File: config.mk
export PLATFORM = sky130hd
export DESIGN_NAME = hires_color_pixel_doubler_flat
export DESIGN_NICKNAME = d
export VERILOG_FILES = /design/src/rtl/core/hcpd_pkg.sv /design/src/rtl/core/hcpd_in_if.sv /design/src/rtl/core/hcpd_out_if.sv /design/src/rtl/core/hcpd_cfg_if.sv /design/src/rtl/core/hcpd_packer.sv /design/src/rtl/core/hires_color_pixel_doubler.sv /design/src/flat_wrapper.sv
export SDC_FILE = /design/constraint.sdc
export NUM_CORES = 1
export LEC_CHECK = 0
export BUFFER_PORTS_ARGS = -buffer_cell sky130_fd_sc_hd__buf_4
export CORE_MARGIN = 5
export CORE_UTILIZATION = 34
export DETAILED_ROUTE_END_ITERATION = 8
export GPL_TIMING_DRIVEN = 1
export REMOVE_ABC_BUFFERS = 1
export SLEW_MARGIN = 10
export SYNTH_ARGS = -nofsm -noshare
export SYNTH_HDL_FRONTEND = slang
export SYNTH_SLANG_ARGS = --single-unit
File: constraint.sdc
create_clock -name i_clk -period 8.7 [get_ports i_clk]
set_clock_uncertainty 0.2 [all_clocks]
set_input_delay 0.435 -clock i_clk [delete_from_list [all_inputs] [get_ports i_clk]]
set_output_delay 0.435 -clock i_clk [all_outputs]
set_load 0.1 [all_outputs]
File: src/rtl/core/hcpd_pkg.sv
// Shared types, colour codes and register indexes for the hi-res colour pixel doubler.
`default_nettype none

package hcpd_pkg;

    typedef logic [2:0] t_color;
    typedef logic [7:0] t_byte;
    typedef logic [8:0] t_drow;
    typedef logic [6:0] t_col;
    typedef logic [7:0] t_srow;
    typedef logic [0:0] t_cfg_index;
    typedef logic [7:0] t_cfg_data;

    localparam t_color ColBlack  = 3'd0;
    localparam t_color ColViolet = 3'd1;
    localparam t_color ColGreen  = 3'd2;
    localparam t_color ColBlue   = 3'd3;
    localparam t_color ColOrange = 3'd4;
    localparam t_color ColWhite  = 3'd5;

    localparam t_cfg_index CfgSourceWidthBytes = 1'b0;
    localparam t_cfg_index CfgSourceRows       = 1'b1;

    localparam int         DotsPerByte = 7;
    localparam logic [2:0] LastDotPos  = 3'(DotsPerByte - 1);

    // One finished byte, from which both emissions are formed.
    typedef struct packed {
        t_byte byte_value;
        t_srow source_row;
        t_col  byte_col;
        logic  last;
    } t_pair;

    function automatic logic lit_left(input t_color c);
        return (c == ColViolet) || (c == ColBlue) || (c == ColWhite);
    endfunction

    function automatic logic lit_right(input t_color c);
        return (c == ColGreen) || (c == ColOrange) || (c == ColWhite);
    endfunction

    function automatic logic is_palette(input t_color c);
        return (c == ColBlue) || (c == ColOrange);
    endfunction

endpackage

`default_nettype wire

File: src/rtl/core/hcpd_in_if.sv
// Input channel carrying one source colour cell per item.
`default_nettype none

interface hcpd_in_if;
    logic                 valid;
    logic                 ready;
    hcpd_pkg::t_color     color;

    modport source (output valid, output color, input ready);
    modport sink   (input valid, input color, output ready);
endinterface

`default_nettype wire

File: src/rtl/core/hcpd_out_if.sv
// Output channel carrying one packed destination byte per item.
`default_nettype none

interface hcpd_out_if;
    logic                 valid;
    logic                 ready;
    hcpd_pkg::t_byte      byte_value;
    hcpd_pkg::t_drow      dest_row;
    hcpd_pkg::t_col       dest_byte_col;
    logic                 last;

    modport source (output valid, output byte_value, output dest_row,
                    output dest_byte_col, output last, input ready);
    modport sink   (input valid, input byte_value, input dest_row,
                    input dest_byte_col, input last, output ready);
endinterface

`default_nettype wire

File: src/rtl/core/hcpd_cfg_if.sv
// Configuration write channel: register index and write data.
`default_nettype none

interface hcpd_cfg_if;
    logic                 valid;
    logic                 ready;
    hcpd_pkg::t_cfg_index index;
    hcpd_pkg::t_cfg_data  data;

    modport source (output valid, output index, output data, input ready);
    modport sink   (input valid, input index, input data, output ready);
endinterface

`default_nettype wire

File: src/rtl/core/hcpd_packer.sv
// Dot packer: turns each cell into two dots and reports a finished byte.
`default_nettype none

module hcpd_packer (
    input  logic              i_clk,
    input  logic              i_rst_n,
    input  logic              i_accept,
    input  hcpd_pkg::t_color  i_color,
    input  logic [6:0]        i_width,
    input  logic [8:0]        i_rows,
    output logic              o_emit,
    output hcpd_pkg::t_pair   o_pair
);
    import hcpd_pkg::*;

    logic [2:0] r_dot_pos, n_dot_pos;
    logic [6:0] r_acc, n_acc;
    logic       r_flag, n_flag;
    t_col       r_byte_col, n_byte_col;
    t_srow      r_src_row, n_src_row;

    logic       lit_l, lit_r, pal;
    logic [6:0] acc_a, acc_b, acc_c;
    logic       flag_a, flag_b, flag_c;
    logic       fin_a, fin_b;
    logic [2:0] pos_b;
    logic [7:0] col_inc;
    logic [8:0] row_inc;
    logic       row_end, shape_end;

    always_comb begin
        lit_l = lit_left(i_color);
        lit_r = lit_right(i_color);
        pal   = is_palette(i_color);

        // Left dot.
        acc_a  = r_acc | (lit_l ? (7'd1 << r_dot_pos) : 7'd0);
        flag_a = r_flag | (lit_l & pal);
        fin_a  = (r_dot_pos == LastDotPos);

        // Right dot, starting a fresh byte if the left dot closed one.
        pos_b  = fin_a ? 3'd0 : (r_dot_pos + 3'd1);
        acc_b  = fin_a ? 7'd0 : acc_a;
        flag_b = fin_a ? 1'b0 : flag_a;
        acc_c  = acc_b | (lit_r ? (7'd1 << pos_b) : 7'd0);
        flag_c = flag_b | (lit_r & pal);
        fin_b  = (pos_b == LastDotPos);

        col_inc   = {1'b0, r_byte_col} + 8'd1;
        row_inc   = {1'b0, r_src_row} + 9'd1;
        row_end   = (col_inc >= {i_width, 1'b0});
        shape_end = row_end && (row_inc >= i_rows);

        o_emit            = fin_a | fin_b;
        o_pair.byte_value = fin_a ? {flag_a, acc_a} : {flag_c, acc_c};
        o_pair.source_row = r_src_row;
        o_pair.byte_col   = r_byte_col;
        o_pair.last       = shape_end;

        n_acc      = acc_c;
        n_flag     = flag_c;
        n_dot_pos  = pos_b + 3'd1;
        n_byte_col = r_byte_col;
        n_src_row  = r_src_row;
        if (o_emit) begin
            // A row that ends on a left dot drops the cell's right dot.
            if (fin_b || row_end) begin
                n_acc     = 7'd0;
                n_flag    = 1'b0;
                n_dot_pos = 3'd0;
            end
            if (row_end) begin
                n_byte_col = '0;
                n_src_row  = shape_end ? t_srow'(0) : row_inc[7:0];
            end else begin
                n_byte_col = col_inc[6:0];
            end
        end
    end

    always_ff @(posedge i_clk) begin
        if (!i_rst_n) begin
            r_dot_pos  <= 3'd0;
            r_acc      <= 7'd0;
            r_flag     <= 1'b0;
            r_byte_col <= '0;
            r_src_row  <= '0;
        end else if (i_accept) begin
            r_dot_pos  <= n_dot_pos;
            r_acc      <= n_acc;
            r_flag     <= n_flag;
            r_byte_col <= n_byte_col;
            r_src_row  <= n_src_row;
        end
    end

endmodule

`default_nettype wire

File: src/rtl/core/hires_color_pixel_doubler.sv
// Top level of the hi-res colour pixel doubler: configuration, packer and output queue.
`default_nettype none

// Takes one colour cell per clock while the output queue has room and packs
// its two doubled dots into seven-dot bytes; every finished byte leaves as
// two items, one per doubled row, the second of the final byte of the shape
// carrying last. A cell offered while the queue has room is accepted in the
// same cycle, and the dots it adds are folded into the packer state at that
// edge. Finished bytes wait in a two-entry queue that drains one item per
// cycle while the output is ready; as bytes finish at most every three cells,
// the input takes an item every cycle and stalls only when the output side
// holds back. Configuration writes are taken at any time and are always ready.
module hires_color_pixel_doubler #(
    parameter int MAX_WIDTH_BYTES = 40,
    parameter int MAX_ROWS        = 192
) (
    input  logic        i_clk,
    input  logic        i_rst_n,
    hcpd_in_if.sink     i_pix,
    hcpd_cfg_if.sink    i_cfg,
    hcpd_out_if.source  o_byte
);
    import hcpd_pkg::*;

    localparam logic [6:0] WidthMax   = 7'(MAX_WIDTH_BYTES);
    localparam logic [8:0] RowsMax    = 9'(MAX_ROWS);
    localparam logic [6:0] WidthReset = 7'((40 > MAX_WIDTH_BYTES) ? MAX_WIDTH_BYTES : 40);
    localparam logic [8:0] RowsReset  = 9'((192 > MAX_ROWS) ? MAX_ROWS : 192);

    logic [6:0] r_width;
    logic [8:0] r_rows;
    logic [6:0] cfg_width;
    logic [8:0] cfg_rows;

    t_pair      r_q [2];
    logic       r_wptr, r_rptr, r_beat;
    logic [1:0] r_count;

    logic       accept, emit, push, pop;
    t_pair      pair, head;

    // Zero acts as one and oversize values saturate; the width uses only data bits 5:0.
    always_comb begin
        if (i_cfg.data[5:0] == 6'd0) begin
            cfg_width = 7'd1;
        end else if ({1'b0, i_cfg.data[5:0]} > WidthMax) begin
            cfg_width = WidthMax;
        end else begin
            cfg_width = {1'b0, i_cfg.data[5:0]};
        end
        if (i_cfg.data == 8'd0) begin
            cfg_rows = 9'd1;
        end else if ({1'b0, i_cfg.data} > RowsMax) begin
            cfg_rows = RowsMax;
        end else begin
            cfg_rows = {1'b0, i_cfg.data};
        end
    end

    assign i_cfg.ready = 1'b1;

    always_ff @(posedge i_clk) begin
        if (!i_rst_n) begin
            r_width <= WidthReset;
            r_rows  <= RowsReset;
        end else if (i_cfg.valid) begin
            case (i_cfg.index)
                CfgSourceWidthBytes: r_width <= cfg_width;
                CfgSourceRows:       r_rows  <= cfg_rows;
                default:             r_width <= r_width;
            endcase
        end
    end

    assign i_pix.ready = (r_count != 2'd2);
    assign accept      = i_pix.valid && i_pix.ready;

    hcpd_packer u_packer (
        .i_clk    (i_clk),
        .i_rst_n  (i_rst_n),
        .i_accept (accept),
        .i_color  (i_pix.color),
        .i_width  (r_width),
        .i_rows   (r_rows),
        .o_emit   (emit),
        .o_pair   (pair)
    );

    assign push = accept && emit;
    assign pop  = o_byte.valid && o_byte.ready && r_beat;
    assign head = r_q[r_rptr];

    always_ff @(posedge i_clk) begin
        if (push) begin
            r_q[r_wptr] <= pair;
        end
    end

    always_ff @(posedge i_clk) begin
        if (!i_rst_n) begin
            r_wptr  <= 1'b0;
            r_rptr  <= 1'b0;
            r_beat  <= 1'b0;
            r_count <= 2'd0;
        end else begin
            if (push) begin
                r_wptr <= ~r_wptr;
            end
            if (pop) begin
                r_rptr <= ~r_rptr;
            end
            if (o_byte.valid && o_byte.ready) begin
                r_beat <= ~r_beat;
            end
            r_count <= r_count + {1'b0, push} - {1'b0, pop};
        end
    end

    // The first item of a byte goes to the even row, the second to the odd row.
    assign o_byte.valid         = (r_count != 2'd0);
    assign o_byte.byte_value    = head.byte_value;
    assign o_byte.dest_row      = {head.source_row, r_beat};
    assign o_byte.dest_byte_col = head.byte_col;
    assign o_byte.last          = head.last && r_beat;

    a_no_push_when_full: assert property (@(posedge i_clk) disable iff (!i_rst_n)
        push |-> (r_count != 2'd2))
        else $error("byte pushed into a full output queue");

    a_push_shows_output: assert property (@(posedge i_clk) disable iff (!i_rst_n)
        push |=> o_byte.valid)
        else $error("finished byte not presented on the output");

    a_second_item_follows: assert property (@(posedge i_clk) disable iff (!i_rst_n)
        (o_byte.valid && o_byte.ready && !r_beat) |=>
            (o_byte.valid && r_beat && $stable(o_byte.dest_byte_col)))
        else $error("second item of a byte missing or altered");

endmodule

`default_nettype wire
File: src/flat_wrapper.sv
// flat-port wrapper written by rule: the top's interface ports become plain ports
module hires_color_pixel_doubler_flat import hcpd_pkg::*;
#(
    parameter int MAX_WIDTH_BYTES = 40,
    parameter int MAX_ROWS        = 192
)
  (i_clk, i_rst_n, i_pix_valid, i_pix_color, i_pix_ready, i_cfg_valid, i_cfg_index, i_cfg_data, i_cfg_ready, o_byte_valid, o_byte_byte_value, o_byte_dest_row, o_byte_dest_byte_col, o_byte_last, o_byte_ready);
  hcpd_in_if i_pix_i ();
  hcpd_cfg_if i_cfg_i ();
  hcpd_out_if o_byte_i ();
  input  logic i_clk;
  input  logic i_rst_n;
  input wire logic [$bits(i_pix_i.valid)-1:0] i_pix_valid;
  input wire logic [$bits(i_pix_i.color)-1:0] i_pix_color;
  output wire logic [$bits(i_pix_i.ready)-1:0] i_pix_ready;
  input wire logic [$bits(i_cfg_i.valid)-1:0] i_cfg_valid;
  input wire logic [$bits(i_cfg_i.index)-1:0] i_cfg_index;
  input wire logic [$bits(i_cfg_i.data)-1:0] i_cfg_data;
  output wire logic [$bits(i_cfg_i.ready)-1:0] i_cfg_ready;
  output wire logic [$bits(o_byte_i.valid)-1:0] o_byte_valid;
  output wire logic [$bits(o_byte_i.byte_value)-1:0] o_byte_byte_value;
  output wire logic [$bits(o_byte_i.dest_row)-1:0] o_byte_dest_row;
  output wire logic [$bits(o_byte_i.dest_byte_col)-1:0] o_byte_dest_byte_col;
  output wire logic [$bits(o_byte_i.last)-1:0] o_byte_last;
  input wire logic [$bits(o_byte_i.ready)-1:0] o_byte_ready;
  assign i_pix_i.valid = i_pix_valid;
  assign i_pix_i.color = i_pix_color;
  assign i_pix_ready = i_pix_i.ready;
  assign i_cfg_i.valid = i_cfg_valid;
  assign i_cfg_i.index = i_cfg_index;
  assign i_cfg_i.data = i_cfg_data;
  assign i_cfg_ready = i_cfg_i.ready;
  assign o_byte_valid = o_byte_i.valid;
  assign o_byte_byte_value = o_byte_i.byte_value;
  assign o_byte_dest_row = o_byte_i.dest_row;
  assign o_byte_dest_byte_col = o_byte_i.dest_byte_col;
  assign o_byte_last = o_byte_i.last;
  assign o_byte_i.ready = o_byte_ready;
  hires_color_pixel_doubler #(.MAX_WIDTH_BYTES(MAX_WIDTH_BYTES), .MAX_ROWS(MAX_ROWS)) u_core (.i_clk(i_clk), .i_rst_n(i_rst_n), .i_pix(i_pix_i), .i_cfg(i_cfg_i), .o_byte(o_byte_i));
endmodule
==> results.yml, run 1 <==
global_route:
  grt_max_degree: 25
  track_usage_pct: 12.2
  grt-ovfl-total: 0
  grt_pass1_wl_um: 14500
  antenna_found_initial: 0
  grt_pass1_vias: 2976
synthesis:
  netlist_instances: 395
  synth_edf_count: 48
  postSynthAreaPerCell_um2: 11.1
  ys.flop_type: "edfxtp_1"
  mappedNetlistArea_um2: 4390
  synth_seq_cells: 94
  seq_area_frac_synth_pct: 53.8
  async_flop_share_pct: 0
  synth_warnings: 0
  post_synth_num_cell_types: 57
floorplanning:
  die_x_um: 124
  initial_core_util_pct: 34.7
  rows: 41
  die_area_um2: 15300
  core_um2: 12700
  die-height_um: 124
  io_pins: 45
final_layout:
  drive_above_1_share_pct: 20.2
  fin_util_pct: 40.6
  syn_to_final_growth_pct: 17.1
  final_common_cell: "edfxtp_1"
  final_cell_count_no_fill: 612
  layout_common_cells: "edfxtp_1 (48), dfxtp_1 (46), buf_4 (44)"
  nets: 472
  antenna_cells: 0
drt:
  dr.pass1.iters: 4
  drt-initial-drc-count: 162
  avgRoutedWirePerCell_um: 14.4
  post-route-drc-count: 0
  vias: 2970
  drt_wl_total_um: 8800
  ant_nets: 0
  avgViaCountPerCell: 4.85
run:
  drv_cap: 0
critical_path:
  end_kind: "flip-flop"
  rr_startpoint: "u_core.u_packer.r_dot_pos[1]$_SDFFE_PN0P_"
  critPathRequiredTime_ns: 8.44
  reg2reg_depth: 7
  worstPathMaxFanout: 24
  r2r-end: "u_core.r_q[1][1]$_DFFE_PP_"
  reg2reg_setup_slack_ns: 5.15
  start_kind: "flip-flop"
  arrival_ns: 3.30
  crit_type: "reg -> reg"
timing:
  fmax_mhz: 281
  timing.final.setup_violations: 0
  rsz0062_at_grt: "false"
  drv_slew: 0
  final_hold_viol_count: 0
  fin_crit_sh_pct: 40.8
  worst_pin_slew_ns: 1.17
  timing.final.crit_period_ns: 3.55
  relSlewSlack_pct: 21.7
  timing.setup.tns_ns: 0
min_path:
  min_from: "i_cfg_data[7]"
  whs_path_depth: 3
  hold_class: "in -> reg"
  whs_endpoint: "u_core.r_rows[7]$_SDFFE_PN1P_"
clock_network:
  cts_root_buf: "clkbuf_16"
  cts.sinks: 94
  numCtsBuffers: 9
  cts_setup_buffers: 0
  cts_tree: "done"
  ctsLongestPathBuffers: 2
  cts_htree_levels: 3
  path_clk_slew_ns: 0.06
  cts_resized: 0
  insertion_delay_ns: 0.33
  postCtsHoldBufs: 0
place:
  gp_congestion: 0.829
  placedCellCount: 596
  io_buffers: 43
  hpwl_um: 6390
power_and_ir_drop:
  power.leakage_nw: 2.03
  ir_worst_vdd_mv: 0.107
  p_per_area_nw_per_um2: 179
status:
  status: "completed"
-- worst max-delay path, stage by stage (launching register included) --
cell and delay (ns):
dfxtp_1 0.58, and2_1 0.24, ha_1 0.30, nor3b_1 0.31
nor2_2 0.09, or2_1 0.35, clkinv_4 0.16, and2_1 0.92
-- worst max-delay path by stage --
stage | startpoint | end | slack, ns | depth (start not counted)
floorplan | u_core.r_count[0]$_SDFF_PN0_ | u_core.r_q[0][0]$_DFFE_PP_ | 5.14 | 4
global placement | u_core.u_packer.r_dot_pos[1]$_SDFFE_PN0P_ | u_core.r_q[1][23]$_DFFE_PP_ | 5.24 | 7
detailed placement | u_core.u_packer.r_dot_pos[1]$_SDFFE_PN0P_ | u_core.r_q[1][19]$_DFFE_PP_ | 5.15 | 7
CTS | u_core.u_packer.r_dot_pos[1]$_SDFFE_PN0P_ | u_core.r_q[1][15]$_DFFE_PP_ | 5.13 | 7
global route | u_core.u_packer.r_dot_pos[1]$_SDFFE_PN0P_ | u_core.r_q[1][8]$_DFFE_PP_ | 4.89 | 7
finish | u_core.u_packer.r_dot_pos[1]$_SDFFE_PN0P_ | u_core.r_q[1][1]$_DFFE_PP_ | 5.15 | 7
-- layer usage --
metal / share of wire [%] / vias to the layer above / GRT usage [%]
met2: 50 / 58 / 21.0
met1: 45 / 1407 / 14.8
li1: - / 1489 / -
met3: 3.5 / 16 / 2.45
met5: 0 / - / 0
met4: 2.3 / 0 / 5.26
-- kinds of logic after synthesis --
group / count (synthesis) / share of synthesized area [%]
other: 1 / 0.0853
flip-flops: 94 / 53.8
multiplexers: 27 / 6.81
AO/OA/AOI/OAI: 75 / 11.8
buffers and inverters: 39 / 4.21
AND/OR/NAND/NOR: 117 / 13.2
adder cells (fa/ha/maj): 20 / 5.69
XOR/XNOR: 22 / 4.39
-- final cells by class --
type,instances,area [µm²]
clock buffers,12,246
repair buffers,44,330
well taps,172,215
clock inverters,4,47.5
inverters,24,95.1
flip-flops and latches,94,2360
fillers,1237,7520
multi-input cells,262,1850
-- state kept, by name, summed over array words and instances (netlist names), 2 cells and up, named ones only --
name,cells
u_core.r_rows,8
u_core.u_packer.r_src_row,8
u_core.r_count,2
u_core.r_width,6
u_core.u_packer.r_acc,7
u_core.u_packer.r_dot_pos,3
u_core.u_packer.r_byte_col,7
u_core.r_q,48
-- cells in the mapped netlist, types with 2 or more instances --
cell type	n	area (µm²)
o2bb2ai_1	2	17.5
nand3_1	17	85.1
nor2_1	28	105
a21o_1	2	15.0
a221o_1	2	20.0
o21bai_1	2	15.0
nand2b_1	7	43.8
nand2_1	29	109
buf_4	4	30.0
or2_2	3	18.8
o21a_1	3	22.5
xor2_1	13	114
mux2i_1	4	40.0
a32o_1	7	70.1
a22oi_1	6	45.0
ha_1	20	250
nand3b_1	2	15.0
mux2_2	23	259
nor2b_1	5	31.3
a21oi_1	19	95.1
a31oi_1	3	18.8
nor3_1	3	15.0
and2_1	7	43.8
xnor2_1	9	78.8
inv_1	23	86.3
edfxtp_1	48	1440
clkbuf_1	8	30.0
a22o_1	4	35.0
o21ai_0	13	65.1
and3_1	7	43.8
dfxtp_1	46	921
-- power breakdown --
| group | leakage [nW] | internal [mW] | switching [mW] | total (mW) |
|---|---|---|---|---|
| Combinational | 1.07 | 0.0219 | 0.0391 | 0.0610 |
| Clock | 0.144 | 0.230 | 0.155 | 0.384 |
| Sequential | 0.815 | 0.470 | 0.00548 | 0.476 |
| Total | 2.03 | 0.722 | 0.199 | 0.921 |
-- metrics by stage --
stage / power (mW) / hold slack (ns) / worst slack, ns / area, µm²
floorplan: 0.525 / 0.231 / 5.14 / 4300
global placement: 0.545 / 0.246 / 5.24 / 4850
detailed placement: 0.547 / 0.245 / 5.15 / 4850
CTS: 0.929 / 0.163 / 5.13 / 5150
global route: 0.960 / 0.169 / 4.89 / 5150
finish: 0.921 / 0.164 / 5.15 / 5150
No activity file was read; power rests on OpenSTA's default activity.
==> run 2: changes to the inputs <==
- clock period: 8.7 -> 3.4 ns (I/O delays scaled with it)
==> run 2 against run 1 <==
Against the previous run:
- combinational power increased to 3.0 times the previous value
- design area increased by 4.9%
- highest routed layer unchanged
- final cell count increased by 4.4%
- critical endpoint is now u_core.u_packer.r_acc[4]$_SDFFE_PN0P_
==> results.yml, run 2 (same netlist as run 1, synthesis figures left out) <==
timing:
  holdWs_ns: 0.0357
  timing.setup.tns_ns: 0
  fmax_mhz: 320
  drv_slew: 0
  fin_crit_sh_pct: 91.8
  timing.final.crit_period_ns: 3.12
  final_hold_viol_count: 0
  relSlewSlack_pct: 54.9
  setup_slack_ns: 0.278
  timing.final.setup_violations: 0
  rsz0062_at_grt: "false"
  worst_pin_slew_ns: 0.676
place:
  place_area_um2: 4900
  io_buffers: 43
  hpwl_um: 6420
  dp_slack_ns: 0.287
  gp_congestion: 0.848
run:
  drv_cap: 0
floorplanning:
  die_x_um: 124
  initial_core_util_pct: 34.7
  rows: 41
  core_um2: 12700
  die-height_um: 124
  die_area_um2: 15300
  io_pins: 45
drt:
  post-route-drc-count: 0
  drt-initial-drc-count: 199
  avgRoutedWirePerCell_um: 14.4
  avgViaCountPerCell: 4.87
  ant_nets: 0
  drt_wl_total_um: 9170
  dr.pass1.iters: 4
  vias: 3109
clock_network:
  cts_htree_levels: 3
  numCtsBuffers: 9
  cts_root_buf: "clkbuf_16"
  path_clk_slew_ns: 0.07
  cts_tree: "done"
  cts.sinks: 94
  insertion_delay_ns: 0.34
  ctsLongestPathBuffers: 2
final_layout:
  antenna_cells: 0
  reg_top3: "u_core.r_q: 48 flops, u_core.r_rows: 8 flops, u_core.u_packer.r_src_row: 8 flops"
  nets: 499
  top_register: "u_core.r_q"
  fillCellCount: 1213
  largest_reg_flops: 48
  final_common_cell: "buf_4"
  design_area_um2: 5400
  drive_above_1_share_pct: 22.1
  syn_to_final_growth_pct: 22.9
  layout_common_cells: "buf_4 (52), edfxtp_1 (48), dfxtp_1 (44)"
critical_path:
  start_kind: "flip-flop"
  cp_cell_sequence: "ha_1 -> and3_1 -> and3_1 -> xor2_1 -> ha_1 -> a21oi_1 -> nand2_1 -> a221o_1 -> a21oi_1 -> a32o_1"
  critPathRequiredTime_ns: 3.48
  arrival_ns: 3.20
  worstPathMaxFanout: 6
  crit_type: "reg -> reg"
  cpPeakStageDelay_ns: 0.51
  slowest_stage: "a21oi_1"
  end_kind: "flip-flop"
global_route:
  grt-ovfl-total: 0
  track_usage_pct: 12.8
  grt_pass1_wl_um: 15200
  grt_max_degree: 25
  antenna_found_initial: 0
  grt_pass1_vias: 3140
power_and_ir_drop:
  ir_worst_vdd_mv: 0.262
  p_per_area_nw_per_um2: 437
  power.leakage_nw: 2.14
min_path:
  hold_class: "in -> reg"
status:
  status: "completed"
==> run 2: cell types whose count changed in the layout (fill, tap and decap cells not counted), moves of 2 or more <==
cell and delta:
buf_4 +8, clkbuf_1 -2, dfxtp_1 -2, dfxtp_2 +2, dlygate4sd3_1 +19, inv_6 +3
==> run 2: final cells by class <==
cell class / instances / area, µm² / area share [%]
Inverter: 24 / 95.1 / 1.76
Sequential cell: 94 / 2360 / 43.8
Tap cell: 172 / 215 / 3.99
Multi-Input combinational cell: 262 / 1860 / 34.4
Clock inverter: 7 / 62.6 / 1.16
Timing Repair Buffer: 71 / 581 / 10.8
Clock buffer: 9 / 225 / 4.17
==> run 2: path summary, 6_finish.rpt <==
kind / slack, ns / from / end / depth (start not counted)
max: 0.28 / u_core.u_packer.r_byte_col[0]$_SDFFE_PN0P_ / u_core.u_packer.r_acc[4]$_SDFFE_PN0P_ / 10
min: 0.04 / i_pix_color[0] / u_core.r_q[1][23]$_DFFE_PP_ / 3
max reg2reg: 0.28 / u_core.u_packer.r_byte_col[0]$_SDFFE_PN0P_ / u_core.u_packer.r_acc[4]$_SDFFE_PN0P_ / 10
min reg2reg: 0.25 / u_core.r_width[2]$_SDFFE_PN0P_ / u_core.r_width[2]$_SDFFE_PN0P_ / 2
==> run 2: per-stage QoR <==
step | std cells | total power [mW] | util (%)
finish | 639 | 2.36 | 42.6
global route | 639 | 2.46 | 42.6
CTS | 637 | 2.38 | 42.4
detailed placement | 602 | 1.40 | 38.6
global placement | 602 | 1.40 | 38.6
floorplan | 380 | 1.34 | -
==> run 2: power breakdown <==
| group | internal (mW) | total (mW) | switching, mW |
|---|---|---|---|
| logic | 0.0741 | 0.183 | 0.109 |
| registers | 1.20 | 1.21 | 0.0112 |
| clock network | 0.511 | 0.964 | 0.453 |
==> run 2: critical path, delay by kind of cell (launching register included) <==
| kind | cells | cell delay, ns |
|---|---|---|
| compound gates | 4 | 1.28 |
| fa+ha+maj | 2 | 0.50 |
| simple gates | 3 | 0.49 |
| flops | 1 | 0.43 |
| xor+xnor | 1 | 0.16 |
==> run 2: routing by layer <==
layer | up-vias | part of all wire (%) | track usage, %
met5 | - | 0 | 0
met4 | 0 | 1.9 | 5.81
met3 | 14 | 3.5 | 2.36
met2 | 54 | 50 | 21.9
met1 | 1494 | 45 | 15.5
li1 | 1547 | - | -
==> run 2: repair_timing <==
action / in CTS / in global routing
buffers inserted: 0 / 2
gates resized for setup: 0 / 4
setup endpoints to repair: 0 / 7
hold endpoints to repair: 17 / 0
hold buffers: 19 / 0
